## config.mk

```make
export PLATFORM = sky130hd
export DESIGN_NAME = byte_ring_buffer_fifo_core_flat
export DESIGN_NICKNAME = d
export VERILOG_FILES = /design/src/rtl/brb_pkg.sv /design/src/rtl/brb_stream_if.sv /design/src/rtl/brb_ram.sv /design/src/rtl/byte_ring_buffer_fifo_core.sv /design/src/flat_wrapper.sv
export SDC_FILE = /design/constraint.sdc
export NUM_CORES = 1
export LEC_CHECK = 0
export ABC_AREA = 1
export BUFFER_PORTS_ARGS = -buffer_cell sky130_fd_sc_hd__buf_2
export CORE_UTILIZATION = 51
export DETAILED_ROUTE_END_ITERATION = 6
export HOLD_SLACK_MARGIN = 0.1
export PLACE_DENSITY = 0.67
export SLEW_MARGIN = 0
export SYNTH_ARGS = -nofsm -noshare
export SYNTH_HDL_FRONTEND = slang
export SYNTH_SLANG_ARGS = --single-unit
```

## constraint.sdc

```tcl
create_clock -name i_clk -period 7.9 [get_ports i_clk]
set_input_delay 0.395 -clock i_clk [delete_from_list [all_inputs] [get_ports i_clk]]
set_output_delay 0.395 -clock i_clk [all_outputs]
set_load 0.1 [all_outputs]
```

## src/rtl/brb_pkg.sv

```systemverilog
// Package of the circular byte FIFO: field widths, codes and the item types.
// Used by the FIFO core, its checker and the testbench; depends on nothing.
package brb_pkg;

    localparam int DEPTH_DEF = 64;
    localparam int LEN_W     = 7;
    localparam int BYTE_W    = 8;
    localparam int CFG_W     = 7;

    localparam logic OP_WRITE = 1'b0;
    localparam logic OP_READ  = 1'b1;

    localparam logic KIND_STATUS = 1'b0;
    localparam logic KIND_DATA   = 1'b1;

    localparam logic STATUS_OK     = 1'b0;
    localparam logic STATUS_REJECT = 1'b1;

    typedef logic [CFG_W-1:0] t_cfg_word;

    typedef struct packed {
        logic              operation;
        logic [BYTE_W-1:0] data_byte;
        logic              burst_start;
        logic [LEN_W-1:0]  length;
    } t_in_item;

    typedef struct packed {
        logic              kind;
        logic [BYTE_W-1:0] read_byte;
        logic              status;
        logic [LEN_W-1:0]  granted;
        logic              last;
    } t_out_item;

endpackage

```

## src/rtl/brb_stream_if.sv

```systemverilog
// Valid/ready channel interface carrying one payload of type T.
// Used for the request, result and configuration channels of the FIFO core.
interface brb_stream_if #(
    parameter type T = logic
);
    logic valid;
    logic ready;
    T     data;

    modport source (output valid, output data, input ready);
    modport sink   (input valid, input data, output ready);
endinterface

```

## src/rtl/brb_ram.sv

```systemverilog
// Generic single-write, single-read RAM with a registered read port.
// Standalone; the read data holds while no read is enabled.
module brb_ram #(
    parameter int WIDTH = 8,
    parameter int DEPTH = 64
) (
    input  logic                     i_clk,
    input  logic                     i_we,
    input  logic [$clog2(DEPTH)-1:0] i_waddr,
    input  logic [WIDTH-1:0]         i_wdata,
    input  logic                     i_re,
    input  logic [$clog2(DEPTH)-1:0] i_raddr,
    output logic [WIDTH-1:0]         o_rdata
);
    logic [WIDTH-1:0] r_mem [DEPTH];
    logic [WIDTH-1:0] r_rdata;

    always_ff @(posedge i_clk) begin
        if (i_we) begin
            r_mem[i_waddr] <= i_wdata;
        end
        if (i_re) begin
            r_rdata <= r_mem[i_raddr];
        end
    end

    assign o_rdata = r_rdata;
endmodule

```

## src/rtl/byte_ring_buffer_fifo_core.sv

```systemverilog
// Top level of the circular byte FIFO: pointer control, read run sequencer,
// result register. Depends on brb_pkg, brb_stream_if and brb_ram.
//
// Requests arrive on i_in. A write byte with burst_start opens a burst of
// the given length; the burst is stored only if the free room covers it,
// and one status result follows its last byte. A read request returns
// min(length, fill) data results from the head, the last one marked, or a
// single empty result when nothing is granted. Results leave on o_out.
// The one register, the size of the ring in use, is written on i_cfg; a
// write also empties the FIFO.
// Write bytes are taken back to back while the result register is free. A
// read request of n bytes streams them at one per cycle from the storage
// RAM, whose registered read port sets that pace, while the receiver takes
// them; each byte passes the RAM read register and then the result register,
// and the next request is taken once the run has ended and the FIFO is idle.
// Reset empties the FIFO and sets the size to DEPTH; the storage is not
// cleared. When the receiver stalls, the result register and one RAM data
// stage hold their bytes and new requests wait.
module byte_ring_buffer_fifo_core #(
    parameter int DEPTH = brb_pkg::DEPTH_DEF
) (
    input  logic         i_clk,
    input  logic         i_rst_n,
    brb_stream_if.sink   i_in,
    brb_stream_if.source o_out,
    brb_stream_if.sink   i_cfg
);
    import brb_pkg::*;

    localparam int IDX_W = $clog2(DEPTH);
    localparam int CNT_W = $clog2(DEPTH + 1);

    localparam logic ST_IDLE = 1'b0;
    localparam logic ST_READ = 1'b1;

    logic             r_state, n_state;
    logic [CNT_W-1:0] r_size, n_size;
    logic [IDX_W-1:0] r_head, n_head;
    logic [CNT_W-1:0] r_fill, n_fill;
    logic [IDX_W-1:0] r_wr, n_wr;
    logic [LEN_W-1:0] r_rem, n_rem;
    logic             r_rej, n_rej;
    logic [CNT_W-1:0] r_left, n_left;
    logic [CNT_W-1:0] r_grant, n_grant;
    logic             r_pend, n_pend;
    logic             r_pend_last, n_pend_last;
    logic             r_out_valid, n_out_valid;
    t_out_item        r_out, n_out;

    logic              out_free;
    logic              in_acc;
    logic              move;
    logic              issue;
    logic              ram_we;
    logic [IDX_W-1:0]  ram_waddr;
    logic [BYTE_W-1:0] ram_rdata;
    t_in_item          req;
    logic [CNT_W:0]    wsum;
    logic [CNT_W-1:0]  room;
    logic [CNT_W-1:0]  rd_n;
    logic [CFG_W-1:0]  cfg_clamp;
    logic              cur_rej;
    logic [IDX_W-1:0]  cur_wr;
    logic [LEN_W-1:0]  cur_rem;
    logic              do_step;

    function automatic logic [IDX_W-1:0] advance(input logic [IDX_W-1:0] idx,
                                                 input logic [CNT_W-1:0] size);
        logic [CNT_W-1:0] nxt;
        nxt = CNT_W'(idx) + CNT_W'(1);
        return (nxt >= size) ? '0 : nxt[IDX_W-1:0];
    endfunction

    assign req      = i_in.data;
    assign out_free = !r_out_valid || o_out.ready;
    assign in_acc   = i_in.valid && i_in.ready;
    assign move     = (r_state == ST_READ) && r_pend && out_free;
    assign issue    = (r_state == ST_READ) && (r_left != '0) && (!r_pend || move);

    assign i_in.ready  = (r_state == ST_IDLE) && !r_pend && out_free;
    assign i_cfg.ready = 1'b1;
    assign o_out.valid = r_out_valid;
    assign o_out.data  = r_out;

    assign room = r_size - r_fill;
    assign wsum = (CNT_W + 1)'(r_head) + (CNT_W + 1)'(r_fill);
    assign rd_n = (req.length < LEN_W'(r_fill)) ? CNT_W'(req.length) : r_fill;

    always_comb begin
        if (i_cfg.data == '0) begin
            cfg_clamp = CFG_W'(1);
        end else if (i_cfg.data > CFG_W'(DEPTH)) begin
            cfg_clamp = CFG_W'(DEPTH);
        end else begin
            cfg_clamp = i_cfg.data;
        end
    end

    always_comb begin
        logic [CNT_W:0] wtmp;
        n_state     = r_state;
        n_size      = r_size;
        n_head      = r_head;
        n_fill      = r_fill;
        n_wr        = r_wr;
        n_rem       = r_rem;
        n_rej       = r_rej;
        n_left      = r_left;
        n_grant     = r_grant;
        n_pend      = r_pend;
        n_pend_last = r_pend_last;
        n_out_valid = r_out_valid;
        n_out       = r_out;
        ram_we      = 1'b0;
        ram_waddr   = r_wr;
        cur_rej     = r_rej;
        cur_wr      = r_wr;
        cur_rem     = r_rem;
        do_step     = 1'b0;
        wtmp        = wsum;

        if (r_out_valid && o_out.ready) begin
            n_out_valid = 1'b0;
        end

        if (in_acc && req.operation == OP_READ) begin
            if (rd_n == '0) begin
                n_out_valid = 1'b1;
                n_out       = '{KIND_DATA, '0, STATUS_OK, '0, 1'b1};
            end else begin
                n_state = ST_READ;
                n_left  = rd_n;
                n_grant = rd_n;
                n_fill  = r_fill - rd_n;
            end
        end else if (in_acc) begin
            if (req.burst_start) begin
                if (req.length == '0) begin
                    n_rem       = '0;
                    n_rej       = 1'b0;
                    n_out_valid = 1'b1;
                    n_out       = '{KIND_STATUS, '0, STATUS_OK, '0, 1'b0};
                end else begin
                    cur_rem = req.length;
                    cur_rej = LEN_W'(room) < req.length;
                    if (!cur_rej) begin
                        if (wtmp >= (CNT_W + 1)'(r_size)) begin
                            wtmp = wtmp - (CNT_W + 1)'(r_size);
                        end
                        if (wtmp >= (CNT_W + 1)'(r_size)) begin
                            wtmp = '0;
                        end
                        cur_wr = wtmp[IDX_W-1:0];
                    end
                    do_step = 1'b1;
                end
            end else if (r_rem != '0) begin
                do_step = 1'b1;
            end
        end

        if (do_step) begin
            n_rej = cur_rej;
            n_wr  = cur_wr;
            if (!cur_rej && r_fill < r_size) begin
                ram_we    = 1'b1;
                ram_waddr = cur_wr;
                n_wr      = advance(cur_wr, r_size);
                n_fill    = r_fill + CNT_W'(1);
            end
            n_rem = cur_rem - LEN_W'(1);
            if (n_rem == '0) begin
                n_out_valid = 1'b1;
                n_out       = '{KIND_STATUS, '0, cur_rej ? STATUS_REJECT : STATUS_OK,
                                '0, 1'b0};
                n_rej       = 1'b0;
            end
        end

        if (move) begin
            n_out_valid = 1'b1;
            n_out       = '{KIND_DATA, ram_rdata, STATUS_OK, LEN_W'(r_grant), r_pend_last};
            n_pend      = 1'b0;
        end
        if (issue) begin
            n_head      = advance(r_head, r_size);
            n_left      = r_left - CNT_W'(1);
            n_pend      = 1'b1;
            n_pend_last = (r_left == CNT_W'(1));
        end
        if (r_state == ST_READ && r_left == '0 && !r_pend) begin
            n_state = ST_IDLE;
        end

        if (i_cfg.valid) begin
            n_size = CNT_W'(cfg_clamp);
            n_head = '0;
            n_fill = '0;
            n_wr   = '0;
            n_rem  = '0;
            n_rej  = 1'b0;
        end
    end

    always_ff @(posedge i_clk) begin
        if (!i_rst_n) begin
            r_state     <= ST_IDLE;
            r_size      <= CNT_W'(DEPTH);
            r_head      <= '0;
            r_fill      <= '0;
            r_wr        <= '0;
            r_rem       <= '0;
            r_rej       <= 1'b0;
            r_left      <= '0;
            r_pend      <= 1'b0;
            r_out_valid <= 1'b0;
        end else begin
            r_state     <= n_state;
            r_size      <= n_size;
            r_head      <= n_head;
            r_fill      <= n_fill;
            r_wr        <= n_wr;
            r_rem       <= n_rem;
            r_rej       <= n_rej;
            r_left      <= n_left;
            r_pend      <= n_pend;
            r_out_valid <= n_out_valid;
        end
    end

    always_ff @(posedge i_clk) begin
        r_grant     <= n_grant;
        r_pend_last <= n_pend_last;
        r_out       <= n_out;
    end

    brb_ram #(
        .WIDTH (BYTE_W),
        .DEPTH (DEPTH)
    ) u_ram (
        .i_clk   (i_clk),
        .i_we    (ram_we),
        .i_waddr (ram_waddr),
        .i_wdata (req.data_byte),
        .i_re    (issue),
        .i_raddr (r_head),
        .o_rdata (ram_rdata)
    );
endmodule

```

## src/flat_wrapper.sv

```systemverilog
// flat-port wrapper written by rule: the top's interface ports become plain ports
module byte_ring_buffer_fifo_core_flat import brb_pkg::*;
#(
    parameter int DEPTH = brb_pkg::DEPTH_DEF
)
  (i_clk, i_rst_n, i_in_valid, i_in_data, i_in_ready, o_out_valid, o_out_data, o_out_ready, i_cfg_valid, i_cfg_data, i_cfg_ready);
  brb_stream_if #(.T(t_in_item)) i_in_i ();
  brb_stream_if #(.T(t_out_item)) o_out_i ();
  brb_stream_if #(.T(t_cfg_word)) i_cfg_i ();
  input  logic i_clk;
  input  logic i_rst_n;
  input wire logic [$bits(i_in_i.valid)-1:0] i_in_valid;
  input wire logic [$bits(i_in_i.data)-1:0] i_in_data;
  output wire logic [$bits(i_in_i.ready)-1:0] i_in_ready;
  output wire logic [$bits(o_out_i.valid)-1:0] o_out_valid;
  output wire logic [$bits(o_out_i.data)-1:0] o_out_data;
  input wire logic [$bits(o_out_i.ready)-1:0] o_out_ready;
  input wire logic [$bits(i_cfg_i.valid)-1:0] i_cfg_valid;
  input wire logic [$bits(i_cfg_i.data)-1:0] i_cfg_data;
  output wire logic [$bits(i_cfg_i.ready)-1:0] i_cfg_ready;
  assign i_in_i.valid = i_in_valid;
  assign i_in_i.data = i_in_data;
  assign i_in_ready = i_in_i.ready;
  assign o_out_valid = o_out_i.valid;
  assign o_out_data = o_out_i.data;
  assign o_out_i.ready = o_out_ready;
  assign i_cfg_i.valid = i_cfg_valid;
  assign i_cfg_i.data = i_cfg_data;
  assign i_cfg_ready = i_cfg_i.ready;
  byte_ring_buffer_fifo_core #(.DEPTH(DEPTH)) u_core (.i_clk(i_clk), .i_rst_n(i_rst_n), .i_in(i_in_i), .o_out(o_out_i), .i_cfg(i_cfg_i));
endmodule
```

After elaboration in Yosys (flattened, before gate mapping)
Memories as Yosys holds them, arrays and structs flattened. A register that Yosys moved wholly into a read port is not among the register bits.
Index checks and enable logic that the tools add are counted.
{"block": "totals", "ff_bits": 70, "latchBits": 0, "ramBits": 512, "mem_bits_ro": 0, "in_bits": 29, "output_inout_bits": 21, "elab_cells": 150, "memories": 1}
{"block": "classes", "add_sub_neg": 9, "n_mul": 0, "div": 0, "magnitude_cmp": 8, "n_eq_ne": 3, "shift": 0, "muxes": 75, "bitwise": 3, "n_reduce_logical": 34}
{"name": "u_core.u_ram.r_mem", "depth": 64, "word_bits": 8, "rd": 1, "rd_clocked_by_memory_dff": 1, "wr": 1, "line_no": "brb_ram.sv:15", "text": "logic [WIDTH-1:0] r_mem [DEPTH];"}
{"op": "$mux 7", "count": 19}
{"op": "$mux 18", "count": 7}
{"op": "$mux 6", "count": 11}
{"op": "$mux 8", "count": 6}
{"op": "$logic_not 7->1", "count": 5}
{"op": "$mux 1", "count": 31}
{"op": "$lt 7x7->1", "count": 3}
{"op": "$mux 17", "count": 1}
{"op": "$ge 8x7->1", "count": 2}
{"op": "$add 6x1->7 const B", "count": 2}
{"op": "$ge 7x7->1", "count": 2}
{"op": "$reduce_bool 7->1", "count": 2}
{"op": "$sub 7x1->7 const B", "count": 2}
{"op": "$sub 7x7->7", "count": 2}
{"op": "$logic_and 1x1->1", "count": 12}
{"op": "$reduce_bool 2->1", "count": 5}
{"op": "$add 6x7->8", "count": 1}
{"op": "$sub 8x7->8", "count": 1}
{"op": "$add 7x1->7 const B", "count": 1}
{"op": "$eq 7x1->1 const B", "count": 1}
{"op": "$gt 7x7->1 const B", "count": 1}
{"op": "$ne 2x1->1 const B", "count": 2}
{"op": "$reduce_and 2->1", "count": 2}
{"op": "$reduce_and 4->1", "count": 1}
{"op": "4 further kinds", "count": 10}

Logic depth before layout (Yosys ltp)
{"block": "logic_depth", "depth_word": 19, "ltp_mapped": 44, "mapped_depth_nobuf": 44}

Cells and area by module
From an unflattened synthesis, not the netlist that was laid out.
{"block": "hier_totals", "hier_cells": 2631, "hier_area_um2": 27191.1}
{"mod": "brb_ram", "n_inst": 1, "cells_each": 1805, "area_per_inst_um2": 21419.3, "seq_area_each_um2": 15615.0}
{"mod": "byte_ring_buffer_fifo_core", "n_inst": 1, "cells_each": 826, "area_per_inst_um2": 5771.8, "seq_area_each_um2": 1481.4}

Worst setup path before layout
No wires, ideal clock.
{"block": "synth_path", "path_kind": "register to register", "start": "reg u_core.r_fill[2]", "end": "reg u_core.r_wr[1]", "setup_ns": 0.095, "arrival_ns": 4.974, "required_ns": 7.805, "path_slack_ns": 2.830, "stages_incl_launch_ff": 35, "path_buffers": 1, "period_less_slack_ns": 5.070, "cell_sequence": "dfxtp_1 -> ha_1 -> a21oi_1 -> nand2_1 -> a31oi_1 -> xor2_1 -> inv_1 -> ha_1 -> nand2_1 -> inv_1 -> nand3b_1 -> nand3_1 -> a21oi_1 -> buf_2 -> nand2_1 -> o21ai_1 -> ha_1 -> a21o_1 -> a21oi_1 -> nand2_1 -> nor2_1 -> nand2_1 -> nand2_1 -> ha_1 -> xnor2_1 -> inv_1 -> ha_1 -> a21oi_1 -> o21ai_0 -> nand4_1 -> o2111a_1 -> nand2_1 -> inv_1 -> nand2_1 -> a221oi_1"}
{"block": "synth_via", "elab_chain_cells": 19, "elab_cells_between_ends": 29, "cone_classes": "add/sub (4); order compare (5); mux (18); reduce/logical (2)"}
{"item": "start: declaration", "line_no": "byte_ring_buffer_fifo_core.sv:39", "text": "logic [CNT_W-1:0] r_fill, n_fill;"}
{"item": "start signal: assignment", "line_no": "byte_ring_buffer_fifo_core.sv:221", "text": "r_fill <= n_fill;"}
{"item": "$add 6x7->8", "line_no": "byte_ring_buffer_fifo_core.sv:86", "text": "assign wsum = (CNT_W + 1)'(r_head) + (CNT_W + 1)'(r_fill);"}
{"item": "$sub 8x7->8 or $ge 8x7->1 (tied branches)", "line_no": "byte_ring_buffer_fifo_core.sv:148, byte_ring_buffer_fifo_core.sv:147"}
{"item": "$mux 8", "line_no": "byte_ring_buffer_fifo_core.sv:147", "text": "if (wtmp >= (CNT_W + 1)'(r_size)) begin"}
{"item": "$mux 8", "line_no": "byte_ring_buffer_fifo_core.sv:146", "text": "if (!cur_rej) begin"}
{"item": "$mux 8", "line_no": "byte_ring_buffer_fifo_core.sv:138", "text": "if (req.length == '0) begin"}
{"item": "$mux 8", "line_no": "byte_ring_buffer_fifo_core.sv:137", "text": "if (req.burst_start) begin"}
{"item": "$mux 8", "line_no": "byte_ring_buffer_fifo_core.sv:136", "text": "end else if (in_acc) begin"}
{"item": "$mux 8", "line_no": "byte_ring_buffer_fifo_core.sv:126", "text": "if (in_acc && req.operation == OP_READ) begin"}
{"item": "[3 not listed]"}
{"item": "$mux 6", "line_no": "byte_ring_buffer_fifo_core.sv:138"}
{"item": "$mux 6", "line_no": "byte_ring_buffer_fifo_core.sv:137"}
{"item": "$mux 6", "line_no": "byte_ring_buffer_fifo_core.sv:136"}
{"item": "$mux 6", "line_no": "byte_ring_buffer_fifo_core.sv:126"}
{"item": "$add 6x1->7", "line_no": "byte_ring_buffer_fifo_core.sv:70", "text": "nxt = CNT_W'(idx) + CNT_W'(1);"}
{"item": "$ge 7x7->1", "line_no": "byte_ring_buffer_fifo_core.sv:71", "text": "return (nxt >= size) ? '0 : nxt[IDX_W-1:0];"}
{"item": "$mux 6", "line_no": "byte_ring_buffer_fifo_core.sv:71"}
{"item": "$mux 6 (*)", "line_no": "byte_ring_buffer_fifo_core.sv:165", "text": "if (!cur_rej && r_fill < r_size) begin"}
{"item": "end signal: assignment", "line_no": "byte_ring_buffer_fifo_core.sv:222", "text": "r_wr <= n_wr;"}
{"item": "end: declaration", "line_no": "byte_ring_buffer_fifo_core.sv:40", "text": "logic [IDX_W-1:0] r_wr, n_wr;"}
Mark *: on every way between the ends. The rest lies on a longest branch, timed or not. The select of a mux whose other input is x is not followed.
A chain may end at the register's enable or synchronous reset.

Worst setup path in the final report
{"block": "layout_path", "start": "reg u_core.r_fill[2]", "end": "mem u_core.u_ram.r_mem[43][1], enable pin"}
{"block": "layout_via", "elab_chain_cells": 17, "elab_cells_between_ends": 31, "cone_classes": "add/sub (3); order compare (4); mux (22); reduce/logical (2)"}
{"item": "$add 6x7->8", "line_no": "byte_ring_buffer_fifo_core.sv:86"}
{"item": "$sub 8x7->8 or $ge 8x7->1 (tied branches)", "line_no": "byte_ring_buffer_fifo_core.sv:148, byte_ring_buffer_fifo_core.sv:147"}
{"item": "$mux 8", "line_no": "byte_ring_buffer_fifo_core.sv:147"}
{"item": "$mux 8", "line_no": "byte_ring_buffer_fifo_core.sv:146"}
{"item": "$mux 8", "line_no": "byte_ring_buffer_fifo_core.sv:138"}
{"item": "$mux 8", "line_no": "byte_ring_buffer_fifo_core.sv:137"}
{"item": "$mux 8", "line_no": "byte_ring_buffer_fifo_core.sv:136"}
{"item": "$mux 8", "line_no": "byte_ring_buffer_fifo_core.sv:126"}
{"item": "$ge 8x7->1", "line_no": "byte_ring_buffer_fifo_core.sv:150", "text": "if (wtmp >= (CNT_W + 1)'(r_size)) begin"}
{"item": "$mux 6", "line_no": "byte_ring_buffer_fifo_core.sv:150"}
{"item": "$mux 6", "line_no": "byte_ring_buffer_fifo_core.sv:146"}
{"item": "$mux 6", "line_no": "byte_ring_buffer_fifo_core.sv:138"}
{"item": "$mux 6", "line_no": "byte_ring_buffer_fifo_core.sv:137"}
{"item": "$mux 6", "line_no": "byte_ring_buffer_fifo_core.sv:136"}
{"item": "$mux 6", "line_no": "byte_ring_buffer_fifo_core.sv:126"}
{"item": "$mux 6", "line_no": "byte_ring_buffer_fifo_core.sv:165"}
{"item": "$mux 6", "line_no": "byte_ring_buffer_fifo_core.sv:162", "text": "if (do_step) begin"}
{"item": "end: declaration", "line_no": "brb_ram.sv:15"}
Several ways; a longest one is shown, not always the timed one. The select of a mux whose other input is x is not followed.

==> insert_results.sql <==
INSERT INTO impl_metrics (metric_group, metric, value, unit) VALUES
('status', 'run_status', 'complete, no violations', ''),
('yosys', 'yosys_most_used_dff', 'sky130_fd_sc_hd__edfxtp_1', ''),
('yosys', 'synth_cell_type_count', '49', ''),
('floorplan', 'dieArea', '51000', 'sq um'),
('sta', 'max-slew-margin-rel', '0.235', ''),
('placement', 'placed_cell_area', '26400', 'sq um'),
('detailed_routing', 'drt-wirelength-per-cell', '22.4', 'microns'),
('floorplan', 'floorplan.die.height', '226', 'microns'),
('yosys', 'yosys_warnings', '0', ''),
('clocking', 'cts_buffer_depth', '3', ''),
('sta', 'tightestPinTransition', '1150', 'ps'),
('hold_path', 'min_path_type', 'primary input to flip-flop', ''),
('layout', 'number_of_nets_in_the_layout', '2314', ''),
('setup_path', 'arrival', '6660', 'ps'),
('yosys', 'synth_async_sr_flop_share', '0', ''),
('detailed_routing', 'route.antenna.remaining_nets', '0', ''),
('yosys', 'post_synth_instance_area', '25600', 'sq um'),
('clocking', 'total_cts_buffers', '59', ''),
('sta', 'post-route-period-util', '0.813', ''),
('clocking', 'cts_num_sinks', '590', ''),
('setup_path', 'critical_path.max_fanout', '11', ''),
('detailed_routing', 'post_drt_via_cell_ratio', '6.06', ''),
('sta', 'hold_viol_final', '0', ''),
('setup_path', 'critical_path.slowest_cell', 'sky130_fd_sc_hd__nor2_1', ''),
('sta', 'final_number_of_setup_violating_endpoints', '0', ''),
('global_routing', 'maximum_number_of_pins_on_one_net_before_global_route_repair', '97', ''),
('layout', 'share_of_cells_above_drive_strength_1', '0.0850', ''),
('layout', 'final_area', '28400', 'sq um'),
('yosys', 'postSynthRegisterBits', '590', ''),
('sta', 'rsz0062_at_grt', 'no', ''),
('setup_path', 'worst_ep_required_time', '8140', 'ps'),
('detailed_routing', 'drt_first_pass_iters', '5', ''),
('clocking', 'clkLatencyLatePin', '620', 'ps'),
('layout', 'antennaDiodeCount', '0', ''),
('power_and_ir_drop', 'p_per_area', '249', 'nW/um^2'),
('power_and_ir_drop', 'ir_drop', '0.000187', 'V'),
('clocking', 'ctsRootBufferMaster', 'sky130_fd_sc_hd__clkbuf_16', ''),
('global_routing', 'antenna_found_initial', '0', ''),
('clocking', 'post_cts_hold_buffer_count', '7', ''),
('sta', 'setup_total_negative_slack', '0', 'ps'),
('setup_path', 'criticalPathCategory', 'flip-flop to flip-flop', ''),
('yosys', 'synth_area_per_cell', '11.7', 'sq um'),
('clocking', 'post_cts.resized_instances', '0', ''),
('sta', 'slew_viol_final', '0', ''),
('placement', 'placement.io_buffers', '48', ''),
('floorplan', 'fp-row-count', '81', ''),
('setup_path', 'sort_of_element_at_the_start_of_the_critical_path', 'flip-flop', ''),
('clocking', 'clkTransAtPathRegs', '60', 'ps'),
('placement', 'detailed_place_hpwl', '39.6', 'mm'),
('floorplan', 'pin_count', '50', ''),
('layout', 'area_delta_synth_final', '11.1', '%'),
('yosys', 'synth_seq_area_share', '0.669', ''),
('global_routing', 'overflow', '0', ''),
('detailed_routing', 'total_via_count_in_the_routed_design', '17700', ''),
('detailed_routing', 'route.detailed.drc', '0', ''),
('clocking', 'tritoncts_clock_tree', 'done', ''),
('floorplan', 'initial_core_util', '0.520', ''),
('global_routing', 'first_global_vias', '17000', ''),
('placement', 'globalplace.congestion', '0.912', ''),
('sta', 'timing.clock.skew', '14.5', 'ps'),
('detailed_routing', 'drt_first_iter_violations', '2146', ''),
('yosys', 'number_of_nets_produced_by_synthesis', '2290', ''),
('flow_run', 'max_cap_violations', '0', ''),
('floorplan', 'core_area', '49200', 'sq um'),
('global_routing', 'first_pass_grt_wire_length', '99.9', 'mm'),
('layout', 'layout.cells.non_filler', '2923', ''),
('setup_path', 'critPathMostFrequentCell', 'sky130_fd_sc_hd__nand2_1', ''),
('clocking', 'cts.htree.levels', '2', ''),
('power_and_ir_drop', 'power.static_leakage', '10.1', 'nW'),
('setup_path', 'timing.critical_path.slowest_cell_delay', '760', 'ps'),
('placement', 'dpl.cell_count', '2811', ''),
('detailed_routing', 'detailed_route_wire_length', '65.4', 'mm'),
('clocking', 'post-cts-setup-buffers', '0', ''),
('sta', 'fmax', '156', 'MHz'),
('yosys', 'syn_inst', '2191', ''),
('sta', 'period_minus_slack', '6420', 'ps'),
('floorplan', 'fp.dieW', '226', 'microns'),
('global_routing', 'globalRouteTotalUtil', '0.260', ''),
('yosys', 'synth-edff-count', '528', ''),
('setup_path', 'end_kind', 'flip-flop', '');
==> sequential cells by signal, summed over array words and instances, names as in the netlist <==
name,cells
u_core.u_ram.r_mem,512
u_core.r_size,7
u_core.r_state,1
u_core.r_wr,6
u_core.u_ram.o_rdata,8
u_core.r_head,6
u_core.r_pend,1
u_core.r_left,7
u_core.o_out.data,18
u_core.o_out.valid,1
u_core.r_rej,1
u_core.r_pend_last,1
u_core.r_grant,7
u_core.r_rem,7
u_core.r_fill,7
==> path summary, 6_finish.rpt <==
kind	to	depth (start not counted)	from	slack (ps)
hold / removal	u_core.r_size[0]	4	i_cfg_data[6]	170
hold reg to reg	u_core.o_out.data[15]	2	u_core.u_ram.o_rdata[6]	450
setup / recovery	u_core.u_ram.r_mem[43][1]	27	u_core.r_fill[2]	1480
setup reg to reg	u_core.u_ram.r_mem[43][1]	27	u_core.r_fill[2]	1480
==> logic make-up after synthesis <==
family | after synthesis | synth area share
AO/OA/AOI/OAI | 618 | 0.144
adder cells (fa/ha/maj) | 70 | 0.0354
flip-flops | 590 | 0.669
XOR/XNOR | 31 | 0.0106
buffers and inverters | 256 | 0.0383
other | 1 | 0.000147
AND/OR/NAND/NOR | 625 | 0.104
==> synthesized netlist by cell type (7+ instances only) <==
cell type	n	area share
sky130_fd_sc_hd__a21oi_1	327	0.064
sky130_fd_sc_hd__xnor2_1	11	0.0038
sky130_fd_sc_hd__o21ai_0	122	0.024
sky130_fd_sc_hd__ha_1	66	0.032
sky130_fd_sc_hd__inv_2	7	0.0010
sky130_fd_sc_hd__clkbuf_1	100	0.015
sky130_fd_sc_hd__inv_1	129	0.019
sky130_fd_sc_hd__o221ai_1	128	0.044
sky130_fd_sc_hd__nand2_1	351	0.052
sky130_fd_sc_hd__nor3_1	11	0.0022
sky130_fd_sc_hd__nor2_1	113	0.017
sky130_fd_sc_hd__nand4_1	14	0.0034
sky130_fd_sc_hd__xor2_1	20	0.0068
sky130_fd_sc_hd__o211ai_1	7	0.0021
sky130_fd_sc_hd__edfxtp_1	528	0.62
sky130_fd_sc_hd__nand3_1	111	0.022
sky130_fd_sc_hd__buf_1	9	0.0013
sky130_fd_sc_hd__dfxtp_1	62	0.049
==> power breakdown <==
group | switching (mW) | internal, mW | total, mW
registers | 0.0275 | 3.44 | 3.47
clock network | 1.16 | 1.67 | 2.83
logic | 0.553 | 0.211 | 0.764
total | 1.74 | 5.32 | 7.06
==> layer usage <==
metal	share of wire	track usage
met1	0.43	0.371
met2	0.46	0.408
met3	0.085	0.0457
met4	0.019	0.0722
met5	0	0
==> per-stage QoR <==
| stage | setup slack (ps) | utilization | total power [mW] | hold WS (ps) |
|---|---|---|---|---|
| after floorplan | 2830 | - | 4.07 | 419 |
| after global placement | 1860 | 0.537 | 4.27 | 428 |
| after detailed placement | 1690 | 0.537 | 4.29 | 434 |
| after CTS | 1670 | 0.578 | 7.08 | 139 |
| after global routing | 962 | 0.578 | 7.29 | 196 |
| final | 1480 | 0.578 | 7.06 | 169 |
==> worst max-delay path: cells and delay by family, from the launching register on <==
| kind | cells | cell delay, ps |
|---|---|---|
| buffers and inverters | 4 | 420 |
| DFF | 1 | 450 |
| and+or+nand+nor | 12 | 2540 |
| xor gates and xnor gates | 1 | 180 |
| adders and majority gates | 3 | 930 |
| AOI/OAI and AO/OA | 7 | 1510 |
==> layout by cell type, fill, tap and decap left out, types with 6 or more instances in the layout <==
cell type / Yosys / final
sky130_fd_sc_hd__edfxtp_1: 528 / 528
sky130_fd_sc_hd__nand2_1: 351 / 349
sky130_fd_sc_hd__a21oi_1: 327 / 327
sky130_fd_sc_hd__o221ai_1: 128 / 128
sky130_fd_sc_hd__inv_1: 129 / 127
sky130_fd_sc_hd__o21ai_0: 122 / 122
sky130_fd_sc_hd__nor2_1: 113 / 113
sky130_fd_sc_hd__nand3_1: 111 / 111
sky130_fd_sc_hd__ha_1: 66 / 66
sky130_fd_sc_hd__clkbuf_16: 0 / 60
sky130_fd_sc_hd__dfxtp_1: 62 / 59
sky130_fd_sc_hd__buf_2: 5 / 48
sky130_fd_sc_hd__buf_4: 1 / 24
sky130_fd_sc_hd__xor2_1: 20 / 20
sky130_fd_sc_hd__nand4_1: 14 / 14
sky130_fd_sc_hd__clkinv_1: 4 / 13
sky130_fd_sc_hd__clkbuf_1: 100 / 13
sky130_fd_sc_hd__nor3_1: 11 / 11
sky130_fd_sc_hd__xnor2_1: 11 / 11
sky130_fd_sc_hd__inv_2: 7 / 8
sky130_fd_sc_hd__bufinv_16: 0 / 8
sky130_fd_sc_hd__o211ai_1: 7 / 7
sky130_fd_sc_hd__dlygate4sd3_1: 0 / 7
sky130_fd_sc_hd__o22ai_1: 6 / 6
sky130_fd_sc_hd__clkinv_2: 0 / 6
==> layout make-up <==
| type | instances | area [sq um] |
|---|---|---|
| Fill cell | 3937 | 20700 |
| Sequential cell | 590 | 17100 |
| Multi-Input combinational cell | 1345 | 7510 |
| Clock buffer | 75 | 1580 |
| Tap cell | 664 | 831 |
| Inverter | 140 | 528 |
| Timing Repair Buffer | 79 | 490 |
| Clock inverter | 30 | 369 |
Power figures use the tool's default switching activity.
